--- config.mk ---
export PLATFORM = sky130hd
export DESIGN_NAME = psg_register_write_tone_select_core
export DESIGN_NICKNAME = d
export VERILOG_FILES = /design/src/sv/psgw_pkg.sv /design/src/sv/psgw_regs.sv /design/src/sv/psgw_div.sv /design/src/sv/psg_register_write_tone_select_core.sv
export SDC_FILE = /design/constraint.sdc
export NUM_CORES = 1
export LEC_CHECK = 0
export ABC_AREA = 1
export BUFFER_PORTS_ARGS = -buffer_cell sky130_fd_sc_hd__buf_2
export CORE_MARGIN = 3
export CORE_UTILIZATION = 40
export CTS_CLUSTER_DIAMETER = 50
export DETAILED_ROUTE_END_ITERATION = 8
export PLACE_DENSITY = 0.57
export SLEW_MARGIN = 5
export SYNTH_ARGS = -nofsm -noshare
export SYNTH_HDL_FRONTEND = slang
export SYNTH_SLANG_ARGS = --single-unit
--- constraint.sdc ---
create_clock -name clk -period 3.2 [get_ports clk]
set_clock_uncertainty 0.05 [all_clocks]
set_input_delay 0.32 -clock clk [delete_from_list [all_inputs] [get_ports clk]]
set_output_delay 0.32 -clock clk [all_outputs]
set_load 0.01 [all_outputs]
--- src/sv/psgw_pkg.sv ---
`timescale 1ns / 1ps

package psgw_pkg;

  localparam int NUM_TONES = 3;
  localparam int CLK_W     = 24;
  localparam int PER_W     = 10;
  localparam int AMP_W     = 4;
  localparam int QUO_W     = 19;
  localparam int LVL_W     = 6;
  localparam int BYTE_W    = 8;

  localparam logic [CLK_W-1:0] CLOCK_HZ_RESET = 24'd3579545;
  localparam logic [1:0]       CH_NOISE       = 2'd3;

  typedef struct packed {
    logic [AMP_W-1:0] amp;
    logic [PER_W-1:0] period;
  } pick_t;

  typedef enum logic [1:0] {
    ST_IDLE,
    ST_PICK,
    ST_DIV,
    ST_DONE
  } state_t;

endpackage

--- src/sv/psgw_regs.sv ---
`timescale 1ns / 1ps

module psgw_regs (
  input  logic                           clk,
  input  logic                           rst_n,
  input  logic                           wr_en,
  input  logic [psgw_pkg::BYTE_W-1:0]    wr_byte,
  output psgw_pkg::pick_t                pick
);

  logic [1:0]                    ch_r;
  logic                          is_vol_r;
  logic [psgw_pkg::PER_W-1:0]    period_r [psgw_pkg::NUM_TONES];
  logic [psgw_pkg::AMP_W-1:0]    amp_r    [psgw_pkg::NUM_TONES];

  logic [1:0] ch_nxt;
  logic       is_vol_nxt;

  // a latch byte retargets before its own payload is applied
  assign ch_nxt     = wr_byte[7] ? wr_byte[6:5] : ch_r;
  assign is_vol_nxt = wr_byte[7] ? wr_byte[4]   : is_vol_r;

  always_ff @(posedge clk) begin
    if (!rst_n) begin
      ch_r     <= 2'd0;
      is_vol_r <= 1'b0;
      for (int i = 0; i < psgw_pkg::NUM_TONES; i++) begin
        period_r[i] <= '0;
        amp_r[i]    <= '0;
      end
    end else if (wr_en) begin
      ch_r     <= ch_nxt;
      is_vol_r <= is_vol_nxt;
      if (ch_nxt != psgw_pkg::CH_NOISE) begin
        for (int i = 0; i < psgw_pkg::NUM_TONES; i++) begin
          if (ch_nxt == i[1:0]) begin
            if (is_vol_nxt) begin
              amp_r[i] <= ~wr_byte[3:0];  // 15 - attenuation
            end else if (wr_byte[7]) begin
              period_r[i] <= {period_r[i][9:4], wr_byte[3:0]};
            end else begin
              period_r[i] <= {wr_byte[5:0], period_r[i][3:0]};
            end
          end
        end
      end
    end
  end

  // loudest channel, strict compare so the lowest index wins ties
  always_comb begin
    pick = '0;
    for (int i = 0; i < psgw_pkg::NUM_TONES; i++) begin
      if (amp_r[i] > pick.amp) begin
        pick.amp    = amp_r[i];
        pick.period = period_r[i];
      end
    end
  end

endmodule

--- src/sv/psgw_div.sv ---
`timescale 1ns / 1ps

module psgw_div (
  input  logic                         clk,
  input  logic                         rst_n,
  input  logic                         start,
  input  logic [psgw_pkg::QUO_W-1:0]   dividend,
  input  logic [psgw_pkg::PER_W-1:0]   divisor,
  output logic                         busy,
  output logic                         done,
  output logic [psgw_pkg::QUO_W-1:0]   quotient
);

  localparam int CNT_W = $clog2(psgw_pkg::QUO_W);
  localparam logic [CNT_W-1:0] LAST = CNT_W'(psgw_pkg::QUO_W - 1);

  logic [psgw_pkg::QUO_W-1:0] quo_r;
  logic [psgw_pkg::PER_W-1:0] rem_r;
  logic [psgw_pkg::PER_W-1:0] dvs_r;
  logic [CNT_W-1:0]           cnt_r;
  logic                       busy_r;
  logic                       done_r;

  logic [psgw_pkg::PER_W:0]   trial;
  logic [psgw_pkg::PER_W:0]   diff;
  logic                       ge;

  // one restoring step per cycle, quotient bits shift in behind the dividend
  assign trial = {rem_r, quo_r[psgw_pkg::QUO_W-1]};
  assign diff  = trial - {1'b0, dvs_r};
  assign ge    = trial >= {1'b0, dvs_r};

  always_ff @(posedge clk) begin
    if (!rst_n) begin
      busy_r <= 1'b0;
      done_r <= 1'b0;
      cnt_r  <= '0;
    end else begin
      done_r <= 1'b0;
      if (start) begin
        busy_r <= 1'b1;
        cnt_r  <= '0;
      end else if (busy_r) begin
        cnt_r <= cnt_r + 1'b1;
        if (cnt_r == LAST) begin
          busy_r <= 1'b0;
          done_r <= 1'b1;
        end
      end
    end
  end

  always_ff @(posedge clk) begin
    if (start) begin
      quo_r <= dividend;
      rem_r <= '0;
      dvs_r <= divisor;
    end else if (busy_r) begin
      quo_r <= {quo_r[psgw_pkg::QUO_W-2:0], ge};
      rem_r <= ge ? diff[psgw_pkg::PER_W-1:0] : trial[psgw_pkg::PER_W-1:0];
    end
  end

  assign busy     = busy_r;
  assign done     = done_r;
  assign quotient = quo_r;

endmodule

--- src/sv/psg_register_write_tone_select_core.sv ---
`timescale 1ns / 1ps

// Register port of a three-tone sound generator, reporting the loudest tone.
// Input channel: in_valid / in_stall with in_write_byte, one chip port byte
// per word. Result channel: out_valid / out_stall with out_tone_freq_hz and
// out_tone_level, exactly one result word per input word, in order.
// cfg_wr_en / cfg_wr_data write the chip clock in hertz; write it only
// while the block is idle.
// Each byte updates the channel registers at acceptance, then a shared
// restoring divider computes (clock / 32) / period one quotient bit per
// cycle, 19 bits in all. The states pick, divide and done follow in turn,
// and no new byte is taken until the done state hands the result on.
// in_stall is high from acceptance until the result is handed to the
// output register. The output register lets the next byte in while a
// result waits; if out_stall holds that result, the next one waits in the
// block and in_stall stays high.
// Reset (rst_n low, synchronous) clears the channel registers, drops
// out_valid and sets the clock to 3579545 Hz.
module psg_register_write_tone_select_core (
  input  logic                          clk,
  input  logic                          rst_n,
  input  logic                          cfg_wr_en,
  input  logic [psgw_pkg::CLK_W-1:0]    cfg_wr_data,
  input  logic                          in_valid,
  output logic                          in_stall,
  input  logic [psgw_pkg::BYTE_W-1:0]   in_write_byte,
  output logic                          out_valid,
  input  logic                          out_stall,
  output logic [psgw_pkg::QUO_W-1:0]    out_tone_freq_hz,
  output logic [psgw_pkg::LVL_W-1:0]    out_tone_level
);

  psgw_pkg::state_t             state_r, state_nxt;
  logic [psgw_pkg::CLK_W-1:0]   clock_hz_r;
  logic                         out_valid_r;
  logic [psgw_pkg::QUO_W-1:0]   freq_r;
  logic [psgw_pkg::LVL_W-1:0]   level_r;

  psgw_pkg::pick_t              pick;
  logic                         in_acc;
  logic                         slot_free;
  logic                         div_start;
  logic                         load_out;
  logic                         div_busy;
  logic                         div_done;
  logic [psgw_pkg::QUO_W-1:0]   quotient;

  assign in_acc    = in_valid && !in_stall;
  assign slot_free = !out_valid_r || !out_stall;

  always_ff @(posedge clk) begin
    if (!rst_n) begin
      clock_hz_r <= psgw_pkg::CLOCK_HZ_RESET;
    end else if (cfg_wr_en) begin
      clock_hz_r <= cfg_wr_data;
    end
  end

  psgw_regs u_regs (
    .clk     (clk),
    .rst_n   (rst_n),
    .wr_en   (in_acc),
    .wr_byte (in_write_byte),
    .pick    (pick)
  );

  psgw_div u_div (
    .clk      (clk),
    .rst_n    (rst_n),
    .start    (div_start),
    .dividend (clock_hz_r[psgw_pkg::CLK_W-1:5]),
    .divisor  (pick.period),
    .busy     (div_busy),
    .done     (div_done),
    .quotient (quotient)
  );

  always_ff @(posedge clk) begin
    if (!rst_n) begin
      state_r <= psgw_pkg::ST_IDLE;
    end else begin
      state_r <= state_nxt;
    end
  end

  always_comb begin
    state_nxt = state_r;
    unique case (state_r)
      psgw_pkg::ST_IDLE: if (in_acc)    state_nxt = psgw_pkg::ST_PICK;
      psgw_pkg::ST_PICK:                state_nxt = psgw_pkg::ST_DIV;
      psgw_pkg::ST_DIV:  if (div_done)  state_nxt = psgw_pkg::ST_DONE;
      psgw_pkg::ST_DONE: if (slot_free) state_nxt = psgw_pkg::ST_IDLE;
      default:                          state_nxt = psgw_pkg::ST_IDLE;
    endcase
  end

  always_comb begin
    in_stall  = 1'b1;
    div_start = 1'b0;
    load_out  = 1'b0;
    unique case (state_r)
      psgw_pkg::ST_IDLE: in_stall  = 1'b0;
      psgw_pkg::ST_PICK: div_start = 1'b1;
      psgw_pkg::ST_DIV:  ;
      psgw_pkg::ST_DONE: load_out  = slot_free;
      default:           ;
    endcase
  end

  always_ff @(posedge clk) begin
    if (!rst_n) begin
      out_valid_r <= 1'b0;
    end else if (load_out) begin
      out_valid_r <= 1'b1;
    end else if (!out_stall) begin
      out_valid_r <= 1'b0;
    end
  end

  // silent pick or zero period reports no frequency
  always_ff @(posedge clk) begin
    if (load_out) begin
      freq_r  <= (pick.amp == '0 || pick.period == '0) ? '0 : quotient;
      level_r <= {pick.amp, 2'b00};
    end
  end

  assign out_valid        = out_valid_r;
  assign out_tone_freq_hz = freq_r;
  assign out_tone_level   = level_r;

`ifndef SYNTHESIS
  a_busy_stalls: assert property (@(posedge clk) disable iff (!rst_n)
    div_busy |-> in_stall)
    else $error("input taken while divider busy");

  a_silent_zero_freq: assert property (@(posedge clk) disable iff (!rst_n)
    (out_valid && out_tone_level == '0) |-> out_tone_freq_hz == '0)
    else $error("silent result carries a frequency");

  a_load_from_done: assert property (@(posedge clk) disable iff (!rst_n)
    load_out |-> $past(div_done) || $past(state_r == psgw_pkg::ST_DONE))
    else $error("result loaded without finished division");

  a_start_idle_div: assert property (@(posedge clk) disable iff (!rst_n)
    div_start |=> div_busy && state_r == psgw_pkg::ST_DIV)
    else $error("divider not running after start");
`endif

endmodule

# After elaboration in Yosys (flattened, before gate mapping)
# Memories as Yosys holds them, arrays and structs flattened.
# Cells that the tools add are included.
# W data, S select, Z words.
[op_classes]
n_addsub = 2
magnitude_cmp = 4
n_eq_ne = 11
muxes = 81
bitwise = 12
reduce_logical = 13
[ops]
columns = ["operator", "count"]
rows = [
  ["$mux W10", 7],
  ["$mux W1", 61],
  ["$mux W14", 3],
  ["$mux W19", 2],
  ["$mux W4", 3],
  ["$ge A11 B10 Y1", 1],
  ["$logic_not A10 Y1", 1],
  ["$sub A10 B10 Y10", 1],
  ["$or A1 B1 Y1", 9],
  ["$gt A4 B4 Y1", 2],
  ["$mux W2", 4],
  ["$pmux W2 S4", 1],
  ["$eq A2 B2 Y1 const B", 3],
  ["$ne A2 B2 Y1 const B", 3],
  ["$add A5 B1 Y5 const B", 1],
  ["$eq A5 B5 Y1 const B", 1],
  ["$eq A2 B1 Y1 const B", 2],
  ["$gt A4 B1 Y1 const B", 1],
  ["$logic_not A2 Y1", 2],
  ["$logic_not A4 Y1", 1],
  ["$ne A2 B1 Y1 const B", 2],
  ["$not A4 Y4", 1],
  ["$reduce_and A3 Y1", 1],
  ["$reduce_or A3 Y1", 1],
  ["other kinds (6)", 9],
]
[totals]
reg_bits = 99
ram_bits = 42
input_bits = 37
output_inout_bits = 27
wordCells = 138
n_memories = 2
[memory_table]
columns = ["memory", "depth", "word_bits", "read_ports", "rd_clocked_by_memory_dff", "wr", "line", "rtl"]
rows = [
  ["u_regs.period_r", 3, 10, 3, 0, 3, "psgw_regs.sv:13", "logic [psgw_pkg::PER_W-1:0] period_r [psgw_pkg::NUM_TONES];"],
  ["u_regs.amp_r", 3, 4, 3, 0, 3, "psgw_regs.sv:14", "logic [psgw_pkg::AMP_W-1:0] amp_r [psgw_pkg::NUM_TONES];"],
]

# Logic depth before layout (Yosys ltp)
# Gate-level depths: netlist (run 1).
[depth]
word_depth = 9
ltp_mapped = 27
ltp_nobuf = 24

# Hierarchy
# Synthesis (run 1) repeated with hierarchy kept, for this count alone.
[hier_totals]
cells_unflattened = 789
hier_area_um2 = 6740.2
[by_module_without_submodules]
columns = ["module", "n_inst", "cells_each", "area_each_um2", "seq_area_each_um2"]
rows = [
  ["psgw_div", 1, 310, 2517.4, 1211.2],
  ["psgw_regs", 1, 290, 2451.1, 1321.3],
  ["psg_register_write_tone_select_core", 1, 189, 1771.7, 1131.1],
]

# Least setup slack after synthesis (run 1)
# Ideal clock, no wire load.
[synth_timing]
path_kind = "register -> register"
startpoint = "mem u_regs.amp_r[0][7] (netlist name)"
endpoint = "reg freq_r, in the netlist out_tone_freq_hz[18], data pin"
setup_time_ns = 0.253
t_arrival_ns = 2.831
required_time_ns = 2.897
setup_slack_ns = 0.067
path_stages_with_launch = 23
n_path_buf = 3
synth_period_minus_slack_ns = 3.133
path_cell_list = "edfxtp_1 > ha_1 > a21oi_1 > nand2_4 > nand2_4 > buf_12 > nand2_1 > o21ai_2 > ha_1 > inv_1 > nor2_1 > o21ai_1 > nand2_1 > nand2_2 > buf_4 > nand3_1 > nand2_1 > nand2_1 > nor2_1 > nand3_2 > nand2_4 > buf_12 > nor2_2"
[synth_lines]
columns = ["element", "line", "rtl"]
rows = [
  ["start, declared", "psgw_regs.sv:14", ""],
  ["end signal, assigned", "psg_register_write_tone_select_core.sv:123", "freq_r <= (pick.amp == '0 || pick.period == '0) ? '0 : quotient;"],
  ["end, declared", "psg_register_write_tone_select_core.sv:36", "logic [psgw_pkg::QUO_W-1:0] freq_r;"],
]

==> flow_metrics.tcl, run 1 <==
set metrics [dict create \
    fin_nets 882 \
    coreArea_mm2 0.01594 \
    start_util_pct 40.89 \
    clockBufferDepth 2 \
    routed_wl_um 14340 \
    cp-start-kind "flip-flop" \
    port_buffers 56 \
    grt_usage_pct 16.61 \
    syn_area_mm2 0.006519 \
    worstMarginPinSlew_ns 0.8160 \
    fp.dieH_um 133.7 \
    slowest_stage "edfxtp_1" \
    worstSetupEndpointType "flip-flop" \
    drive_gt1_share_pct 25.36 \
    reg2reg_to "out_tone_freq_hz[8]" \
    synth_fa_ha_area_share_pct 5.106 \
    cts_num_sinks 136 \
    grt_first_pass_wirelength_um 23530 \
    synth_seq_cells 136 \
    rsz0062_at_grt "true" \
    vdd_ir_drop_max_mv 0.4747 \
    ys.flop_type "edfxtp_1" \
    synth-edff-count 94 \
    synth.mux.area_fraction_pct 0 \
    drc_errors 0 \
    swShare_pct 33.82 \
    drt_pass1_iterations 5 \
    async_flop_share_pct 0 \
    pin_count 64 \
    synth.yosys.seq_area_share_pct 56.20 \
    fin_cells 1048 \
    r2r_slack_ns -0.02 \
    clkPwrFrac_pct 29.5 \
    avgSynthCellArea_um2 9.194 \
    antenna_found_initial 0 \
    finalPower_w 0.007171 \
    fin_ws_ns -0.01559 \
    insertion_delay_ns 0.42 \
    p_comb_share_pct 34.6 \
    finalHoldViolCount 0 \
    cts_tree "done" \
    rows 46 \
    drt_iter0_markers 298 \
    synthSimpleGateAreaFrac_pct 21.27 \
    place.gp.congestion 0.8626 \
    grt_max_degree 41 \
    cts.reportedPaths.clkPinSlew_ns 0.06 \
    powerDensity_mw_per_mm2 873.3 \
    cts_made_buffers 17 \
    status "finished with violations" \
    drv_cap 0 \
    fp.dieArea_mm2 0.01787 \
    max_stage_delay_ns 0.43 \
    ys_warn_count 0 \
    hpwl_um 9823 \
    rr_startpoint "u_regs.amp_r[0][5]" \
    synth_top_family_by_area "simple AND/OR/NAND/NOR gates" \
    die_w_um 133.7 \
    max_freq_ghz 0.3110 \
    synthCells 709 \
    worstPathMaxFanout 8 \
    pwr-share-seq_pct 35.9 \
    internal-power_w 0.004746 \
    reg2reg_depth 21 \
    antenna_cells 0 \
    via_per_inst 4.802 \
    worst_slew_margin_rel_pct 45.03 \
    crit_chain "ha_4, nand2_1, nand2_1, nand2_4, nand2_8, nand2_8, nand2_2, o21ai_2, ha_1, a21oi_1, nand2_2, nand2_4, buf_6, nand3_1, nand2_1, nand2_1, nor2_2, nand3_2, nand2_4, buf_12, nor2_1" \
    fillCellCount 1447 \
    cts-root-buf "clkbuf_16" \
    crit_end "out_tone_freq_hz[8]" \
    setup_violations 15 \
    cts_max_level 4 \
    synth_compound_area_share_pct 7.774 \
    post-route-util_pct 51.51 \
    areaGrowthSynthToFinish_pct 25.97 \
    wl_per_cell_um 13.69 \
    crit_path_start "u_regs.amp_r[0][5]" \
    postCtsHoldBufs 0 \
    synth_cell_types 41 \
    numPlacedInstances 1000 \
    layout_commonest_cell "nand2_1" \
    leakagePower_nw 3.693 \
    gr-total-overflow 0 \
    crit_path_frequent_cell "nand2_1" \
    power_switching_w 0.002426 \
    grt_pass1_vias 5041 \
    required_ns 3.33 \
    fin_crit_sh_pct 100.5 \
    layout_common_cells "nand2_1, inv_1, edfxtp_1, nor2_1, buf_2" \
    synth_xor_area_share_pct 1.075 \
    hold_class "primary input to flip-flop" \
    route.antenna.remaining_nets 0 \
    timing.critical_path.arrival_ns 3.35 \
    finalWorstPathRequiredPeriod_ns 3.216 \
    vias 5032 \
    violations "setup timing" \
    critical_path_class "flip-flop to flip-flop" \
    report.final.slew_viol_count 0 \
]
==> metrics by stage <==
step	hold WS, ns	setup TNS [ns]	area (um^2)	setup slack (ns)
floorplan	0.3787	0	6523	0.06676
global placement	0.3879	-1.867	7251	-0.1117
detailed placement	0.3939	-2.901	7251	-0.1798
CTS	0.04323	0	8075	0.003907
global route	0.05321	-3.363	8212	-0.1849
finish	0.06140	-0.1688	8212	-0.01559
==> kinds of logic after synthesis <==
family	Yosys count
AND/OR/NAND/NOR	319
flip-flops	136
buffers and inverters	133
AO/OA/AOI/OAI	86
adder cells (fa/ha/maj)	26
XOR/XNOR	8
other	1
==> metal layers <==
layer / vias to the layer above / routed length (um) / track usage, %
li1: 2524 / - / -
met1: 2381 / 6498 / 21.10
met2: 107 / 7048 / 27.34
met3: 20 / 571 / 3.588
met4: 0 / 225 / 7.486
met5: - / 0 / 0
==> worst min-delay path by stage <==
stage / startpoint / to / depth (start not counted)
floorplan: clock_hz_r[10] / clock_hz_r[10] / 2
global placement: clock_hz_r[11] / clock_hz_r[11] / 2
detailed placement: clock_hz_r[18] / clock_hz_r[18] / 2
CTS: cfg_wr_data[11] / clock_hz_r[11] / 3
global route: cfg_wr_data[15] / clock_hz_r[15] / 3
finish: cfg_wr_data[11] / clock_hz_r[11] / 3
==> final cells by class <==
type	instances	area, um^2	share of cell area, %
clock inverters	14	197.7	2.407
repair buffers	111	744.5	9.066
well taps	216	270.3	3.291
multi-input cells	442	2459	29.94
flip-flops and latches	136	3664	44.61
inverters	111	426.7	5.196
clock buffers	18	450.4	5.485
==> power by group through the flow <==
stage                     logic, W  registers (W)  clock network, W
after floorplan            0.00161        0.00259                 0
after global placement     0.00222        0.00260                 0
final                      0.00248        0.00257           0.00212
after detailed placement   0.00227        0.00261                 0
after global routing       0.00281        0.00261           0.00223
after CTS                  0.00241        0.00257           0.00216
==> state kept, by name (all words and copies together) (netlist names), 4 cells and up <==
signal and count:
u_div.rem_r 10, u_regs.amp_r 12, u_div.quotient 19, out_tone_level 4, u_div.dvs_r 10, out_tone_freq_hz 19, u_regs.period_r 30, clock_hz_r 19
u_div.cnt_r 5
==> synth_stat cells, types with 2 or more instances <==
library cell,number,area share (%)
nand2_1,141,8.1
inv_1,102,5.9
edfxtp_1,94,43
nor2_1,85,4.9
nand3_1,47,3.6
dfxtp_1,42,13
o21ai_0,40,3.1
ha_1,25,4.8
a21oi_1,16,1.2
nor3_1,15,1.2
clkbuf_1,13,0.75
nor2_2,12,1.2
o21ai_2,9,1.2
o21ai_1,7,0.54
inv_2,6,0.35
or2_2,5,0.48
xor2_1,5,0.67
buf_4,4,0.46
nand2_2,4,0.38
nand2_4,4,0.69
a211oi_1,3,0.35
clkinv_1,3,0.17
o211ai_1,3,0.35
xnor2_1,3,0.40
a21o_1,2,0.23
a31oi_1,2,0.19
buf_12,2,0.61
nand3_2,2,0.31
==> worst max-delay path: cells and delay by family (launching register included) <==
kind            cells  cell delay (ns)
compound gates      2             0.27
fa+ha+maj           2             0.59
buf+inv             2             0.29
flops               1             0.43
simple gates       15             1.31
==> timing repair <==
action                     CTS  global route
gates cloned                 1             1
setup endpoints to repair   19            20
pin swaps                    7            20
gates resized for setup     18            24
buffers inserted            10             5
No activity file was read; power rests on OpenSTA's default activity.
==> inputs of run 2 (changes only) <==
- CTS_BUF_LIST: default -> sky130_fd_sc_hd__clkbuf_4 sky130_fd_sc_hd__clkbuf_8
==> run 2 against run 1 <==
  * The flow still finishes with violations (setup timing)
  * First-iteration DRC count up 22%
  * Utilization down 1.1 points
  * Clock power down 24%
  * Non-clock buffer count unchanged
  * Sequential power about the same
  * Flip-flop and latch count unchanged
  * Fmax about the same
  * Combinational power about the same
  * Critical path type unchanged
  * Critical endpoint is now out_tone_freq_hz[6]
  * Highest routed layer unchanged
==> flow_metrics.tcl, run 2 (synthesis gave the netlist of run 1 again) <==
set metrics [dict create \
    status "finished with violations" \
    violations "setup timing" \
    layout_commonest_cell "nand2_1" \
    r2r_slack_ns -0.02 \
    cts_tree "done" \
    swShare_pct 35.33 \
    required_ns 3.36 \
    wl_per_cell_um 13.62 \
    fin_cells 1048 \
    pwr-share-seq_pct 38.4 \
    timing.critical_path.arrival_ns 3.37 \
    reg2reg_depth 23 \
    route.antenna.remaining_nets 0 \
    clockBufferDepth 2 \
    hold_class "primary input to flip-flop" \
    met2WireLength_um 7027 \
    worstMarginPinSlew_ns 0.8178 \
    drt_pass1_iterations 5 \
    numPlacedInstances 1000 \
    critical_path_class "flip-flop to flip-flop" \
    pin_count 64 \
    grt_max_degree 41 \
    leakagePower_nw 3.619 \
    post-place-ws_ns -0.1798 \
    fin_nets 882 \
    grt_pass1_vias 4950 \
    wl_met3_um 670 \
    fp.dieArea_mm2 0.01787 \
    worst_slew_margin_rel_pct 44.91 \
    vias 4987 \
    top_register "u_regs.period_r" \
    grt_first_pass_wirelength_um 22940 \
    wl_met1_um 6397 \
    internal-power_w 0.004324 \
    insertion_delay_ns 0.44 \
    routed_wl_um 14280 \
    drc_errors 0 \
    finalHoldViolCount 0 \
    gr-total-overflow 0 \
    areaGrowthSynthToFinish_pct 23.36 \
    via_per_inst 4.759 \
    p_comb_share_pct 37.3 \
    rsz0062_at_grt "true" \
    largest_reg_flops 30 \
    worstSetupEndpointType "flip-flop" \
    cts_num_sinks 136 \
    report.final.slew_viol_count 0 \
    max_freq_ghz 0.3110 \
    top_layer_used "met4" \
    worstPathMaxFanout 8 \
    port_buffers 56 \
    crit_end "out_tone_freq_hz[6]" \
    fp.dieH_um 133.7 \
    drt_iter0_markers 363 \
    grt_usage_pct 16.14 \
    hold_ws_ns 0.03908 \
    crit_path_start "u_regs.amp_r[0][7]" \
    rr_startpoint "u_regs.amp_r[0][7]" \
    cts_made_buffers 17 \
    post-route-util_pct 50.44 \
    setup_violations 8 \
    fin_ws_ns -0.01514 \
    drive_gt1_share_pct 25.48 \
    reg2reg_to "out_tone_freq_hz[6]" \
    fin_crit_sh_pct 100.5 \
    power_switching_w 0.002363 \
    antenna_cells 0 \
    coreArea_mm2 0.01594 \
    layout_common_cells "nand2_1, inv_1, edfxtp_1, nor2_1, buf_2" \
    cts_max_level 4 \
    rows 46 \
    cts.reportedPaths.clkPinSlew_ns 0.08 \
    hpwl_um 9823 \
    finalWorstPathRequiredPeriod_ns 3.215 \
    clkPwrFrac_pct 24.3 \
    place.gp.congestion 0.8626 \
    drv_cap 0 \
    die_w_um 133.7 \
    powerDensity_mw_per_mm2 831.6 \
    antenna_found_initial 0 \
    cp-start-kind "flip-flop" \
    cts-root-buf "clkbuf_8" \
    start_util_pct 40.89 \
    vdd_ir_drop_max_mv 0.3617 \
]
==> run 2: power by group through the flow <==
stage,Combinational [W],Clock [W],Sequential [W]
3_5_place_dp,0.00227,0,0.00261
2_1_floorplan,0.00161,0,0.00259
5_1_grt,0.00282,0.00174,0.00261
3_3_place_gp,0.00222,0,0.00260
4_1_cts,0.00235,0.00166,0.00257
6_report,0.00250,0.00162,0.00257
==> run 2: area by class of cell <==
type                    count  area [um^2]
clock inverters            15        227.7
flip-flops and latches    136         3664
well taps                 216        270.3
multi-input cells         442         2477
repair buffers            111        742.0
fillers                  1476         7901
clock buffers              17        234.0
inverters                 111        426.7
==> run 2: worst min path at each step <==
stage / slack [ns] / depth (start not counted) / startpoint / end
4_1_cts: 0.005 / 3 / cfg_wr_data[11] / clock_hz_r[11]
3_5_place_dp: 0.39 / 2 / clock_hz_r[18] / clock_hz_r[18]
6_report: 0.04 / 3 / cfg_wr_data[20] / clock_hz_r[20]
5_1_grt: 0.006 / 3 / cfg_wr_data[15] / clock_hz_r[15]
3_3_place_gp: 0.39 / 2 / clock_hz_r[11] / clock_hz_r[11]
2_1_floorplan: 0.38 / 2 / clock_hz_r[10] / clock_hz_r[10]
==> run 2: critical path, cell delays in order (launching register included) <==
cell and delay (ns):
edfxtp_1 0.44, ha_4 0.33, nand2_4 0.06, inv_4 0.07, nand2_4 0.07, nand2_8 0.08, nand2_8 0.08, nand2_4 0.07
o21ai_4 0.07, ha_4 0.27, inv_1 0.04, nor2_1 0.09, o21ai_1 0.07, nand2_1 0.09, nand2_4 0.10, buf_6 0.14
buf_6 0.10, o211ai_1 0.07, nand2_1 0.13, nor2_2 0.13, nand3_2 0.10, nand2_4 0.12, clkbuf_16 0.17, nor2_1 0.04
==> run 2: metal layers <==
layer / global-route usage, % / up-vias
li1: - / 2518
met1: 20.55 / 2339
met2: 26.72 / 115
met3: 3.965 / 15
met4: 6.114 / 0
met5: 0 / -
==> run 2: stage by stage <==
step	instance area, um^2	TNS [ns]	power, W
finish	8041	-0.07189	0.006687
detailed placement	7251	-2.901	0.004880
global placement	7251	-1.867	0.004817
floorplan	6523	0	0.004194
CTS	7814	-0.007533	0.006572
global route	8041	-3.535	0.007168
==> run 2: repair_timing <==
action	4_1_cts	5_1_grt
gates resized for setup	16	29
hold buffers	0	0
buffers inserted	4	10
pin swaps	2	24
cloned	0	2
setup endpoints to repair	19	19
==> inputs of run 3 (changes only) <==
- SYNTH_HIERARCHICAL: default -> 1
==> run 3 against run 2 <==
  * First-iteration DRC count decreased by 37%
  * Largest power group unchanged
  * Fmax decreased by 3.2%
  * Highest routed layer unchanged
  * Synthesized cell count increased by 11%
  * Critical path depth decreased by 1
  * Synthesized area increased by 3.4%
  * Die area increased by 3.2%
  * Hold slack got worse by 0.0029 ns
  * Clock power about the same
  * Sequential power about the same
  * Register-to-register slack got worse by 0.11 ns
  * The run still ends with setup timing left
  * Combinational power increased by 2%
  * Count of clock-buffer cells in the layout unchanged
==> flow_metrics.tcl, run 3 <==
set metrics [dict create \
    status "finished with violations" \
    violations "setup timing" \
    ys_warn_count 6 \
    synth_xor_area_share_pct 0.5198 \
    grt_pass1_vias 4690 \
    crit_path_frequent_cell "nand2_2" \
    coreArea_mm2 0.01617 \
    fin_ws_ns -0.1205 \
    synthCells 789 \
    report.final.slew_viol_count 0 \
    max_freq_ghz 0.3012 \
    max_stage_delay_ns 0.44 \
    wl_per_cell_um 13.06 \
    finalWorstPathRequiredPeriod_ns 3.321 \
    synth-edff-count 94 \
    yosys-top-cells-count "nand2_1, inv_1, nor2_1" \
    ys.flop_type "edfxtp_1" \
    power_switching_w 0.002460 \
    synth_largest_area_cell "edfxtp_1" \
    top_register "u_regs/period_r" \
    drive_gt1_share_pct 22.00 \
    cts.reportedPaths.clkPinSlew_ns 0.08 \
    drt_pass1_iterations 4 \
    routed_wl_um 14340 \
    critical_path_class "flip-flop to flip-flop" \
    clockBufferDepth 2 \
    synth.mux.area_fraction_pct 0 \
    antenna_found_initial 0 \
    grt_first_pass_wirelength_um 22340 \
    vias 5035 \
    p_comb_share_pct 37.5 \
    fillCellCount 1567 \
    cts_num_sinks 136 \
    slowest_stage "edfxtp_1" \
    synth_compound_area_share_pct 4.010 \
    timing.critical_path.arrival_ns 3.48 \
    clkPwrFrac_pct 24.1 \
    rsz0062_at_grt "true" \
    largest_reg_flops 30 \
    synth_seq_cells 136 \
    fp.dieArea_mm2 0.01844 \
    start_util_pct 41.68 \
    layout_common_cells "nand2_1, inv_1, edfxtp_1, nor2_1, nand3_1" \
    fin_cells 1098 \
    antenna_cells 0 \
    pin_count 64 \
    drc_errors 0 \
    avgSynthCellArea_um2 8.543 \
    synthTopCellsByArea "edfxtp_1, nand2_1, dfxtp_1" \
    synth_cell_types 40 \
    drv_cap 0 \
    hold_ws_ns 0.03614 \
    port_buffers 56 \
    hold_class "primary input to flip-flop" \
    swShare_pct 36.34 \
    cp-start-kind "flip-flop" \
    fin_area_mm2 0.008097 \
    route.antenna.remaining_nets 0 \
    finalPower_w 0.006767 \
    via_per_inst 4.586 \
    drt_iter0_markers 230 \
    fin_crit_sh_pct 103.8 \
    synthSimpleGateAreaFrac_pct 27.81 \
    hpwl_um 9805 \
    yosysTopAreaCellShare_pct 41.88 \
    async_flop_share_pct 0 \
    r2r_slack_ns -0.12 \
    setup_violations 19 \
    layout_commonest_cell "nand2_1" \
    pwr-share-seq_pct 38.4 \
    worstSetupEndpointType "flip-flop" \
    cts-root-buf "clkbuf_8" \
    worst_slew_margin_rel_pct 54.67 \
    die_w_um 135.8 \
    grt_usage_pct 15.44 \
    vdd_ir_drop_max_mv 0.3865 \
    areaGrowthSynthToFinish_pct 20.12 \
    synth.yosys.seq_area_share_pct 54.35 \
    internal-power_w 0.004308 \
    fp.dieH_um 135.8 \
    place.gp.congestion 0.8231 \
    fin_nets 931 \
    place_area_mm2 0.007338 \
    worstMarginPinSlew_ns 0.6741 \
    cts_max_level 4 \
    finalHoldViolCount 0 \
    leakagePower_nw 3.791 \
    yosysMostFrequentCell "nand2_1" \
    grt_max_degree 33 \
    required_ns 3.36 \
    insertion_delay_ns 0.45 \
    postCtsHoldBufs 0 \
    cts_tree "done" \
    crit_chain "ha_4, nand2_2, nand2_2, nand2_2, nand2_4, nand2_4, nand2_2, nand2_2, ha_4, inv_1, o21bai_1, nand2_2, nand2_2, nand2_4, clkbuf_16, nand3_2, nand2_4, nor2_4, nand3_2, o21ai_4, clkbuf_16, nor2_2" \
    synth_fa_ha_area_share_pct 4.752 \
    synth_top_family_by_area "simple AND/OR/NAND/NOR gates" \
    numPlacedInstances 1060 \
    gr-total-overflow 0 \
    rows 46 \
    syn_area_mm2 0.006740 \
    worstPathMaxFanout 7 \
    powerDensity_mw_per_mm2 835.8 \
    cts_made_buffers 17 \
]
[run 3: cell types whose count changed in the layout (fill, tap and decap cells not counted), moves of 6 or more]
| cell | previous run | this run |
|---|---|---|
| nand2_1 | 133 | 212 |
| buf_4 | 48 | 21 |
| o21ai_0 | 40 | 17 |
| nand3_1 | 44 | 63 |
| nand2_2 | 8 | 25 |
| nor3_1 | 15 | 4 |
| inv_1 | 99 | 108 |
| nand3_2 | 4 | 12 |
| o21ai_2 | 8 | 0 |
| nor2_1 | 81 | 87 |
[run 3: metal layers]
layer	wire [um]	part of all wire, %	vias up	track usage (%)
met2	7189	50	69	26.30
met1	6548	46	2289	19.55
met4	170	1.2	0	4.703
met5	0	0	-	0
met3	436	3.0	16	3.664
li1	-	-	2661	-
[run 3: cells by family after synthesis]
group | Yosys count
and+or+nand+nor | 437
buffers and inverters | 140
DFF | 136
AOI/OAI and AO/OA | 46
adders and majority gates | 25
xor gates and xnor gates | 4
other | 1
[run 3: timing repair]
item,CTS,global route
cloned,1,3
pin swaps,0,22
endpoints found under the setup margin,19,19
setup buffers,0,2
gates resized for setup,8,48
[run 3: power groups by stage]
stage / clock network, W / registers (W) / logic (W)
floorplan: 0 / 0.00261 / 0.00172
global placement: 0 / 0.00263 / 0.00229
detailed placement: 0 / 0.00264 / 0.00231
CTS: 0.00166 / 0.00260 / 0.00235
global route: 0.00175 / 0.00264 / 0.00288
finish: 0.00163 / 0.00260 / 0.00254
[run 3: worst max-delay path, delay by kind of cell (launching register included)]
family / cells / cell delay, ns
and+or+nand+nor: 15 / 1.12
buffers and inverters: 3 / 0.44
AOI/OAI and AO/OA: 2 / 0.46
DFF: 1 / 0.44
adders and majority gates: 2 / 0.57
[run 3: final timing paths]
| path | end | from | cells past startpoint |
|---|---|---|---|
| max | out_tone_freq_hz[0] | u_regs/amp_r[0][5] | 22 |
| min | clock_hz_r[18] | cfg_wr_data[18] | 3 |
| max reg2reg | out_tone_freq_hz[0] | u_regs/amp_r[0][5] | 22 |
| min reg2reg | clock_hz_r[7] | clock_hz_r[7] | 2 |
[run 3: final cells by class]
class / count / area, um^2 / area share (%)
clock inverters: 15 / 222.7 / 2.751
repair buffers: 83 / 550.5 / 6.800
flip-flops and latches: 136 / 3664 / 45.25
inverters: 116 / 439.2 / 5.424
clock buffers: 17 / 234.0 / 2.890
well taps: 216 / 270.3 / 3.338
multi-input cells: 514 / 2709 / 33.46
repair inverters: 1 / 7.507 / 0.09272
[run 3: metrics by stage]
stage,util [%],setup WS [ns],setup TNS (ns)
floorplan,-,0.1007,0
global placement,45.37,0.05637,0
detailed placement,45.37,-0.02214,-0.2199
CTS,48.38,-0.009984,-0.04228
global route,50.06,-0.3138,-5.576
finish,50.06,-0.1205,-1.846
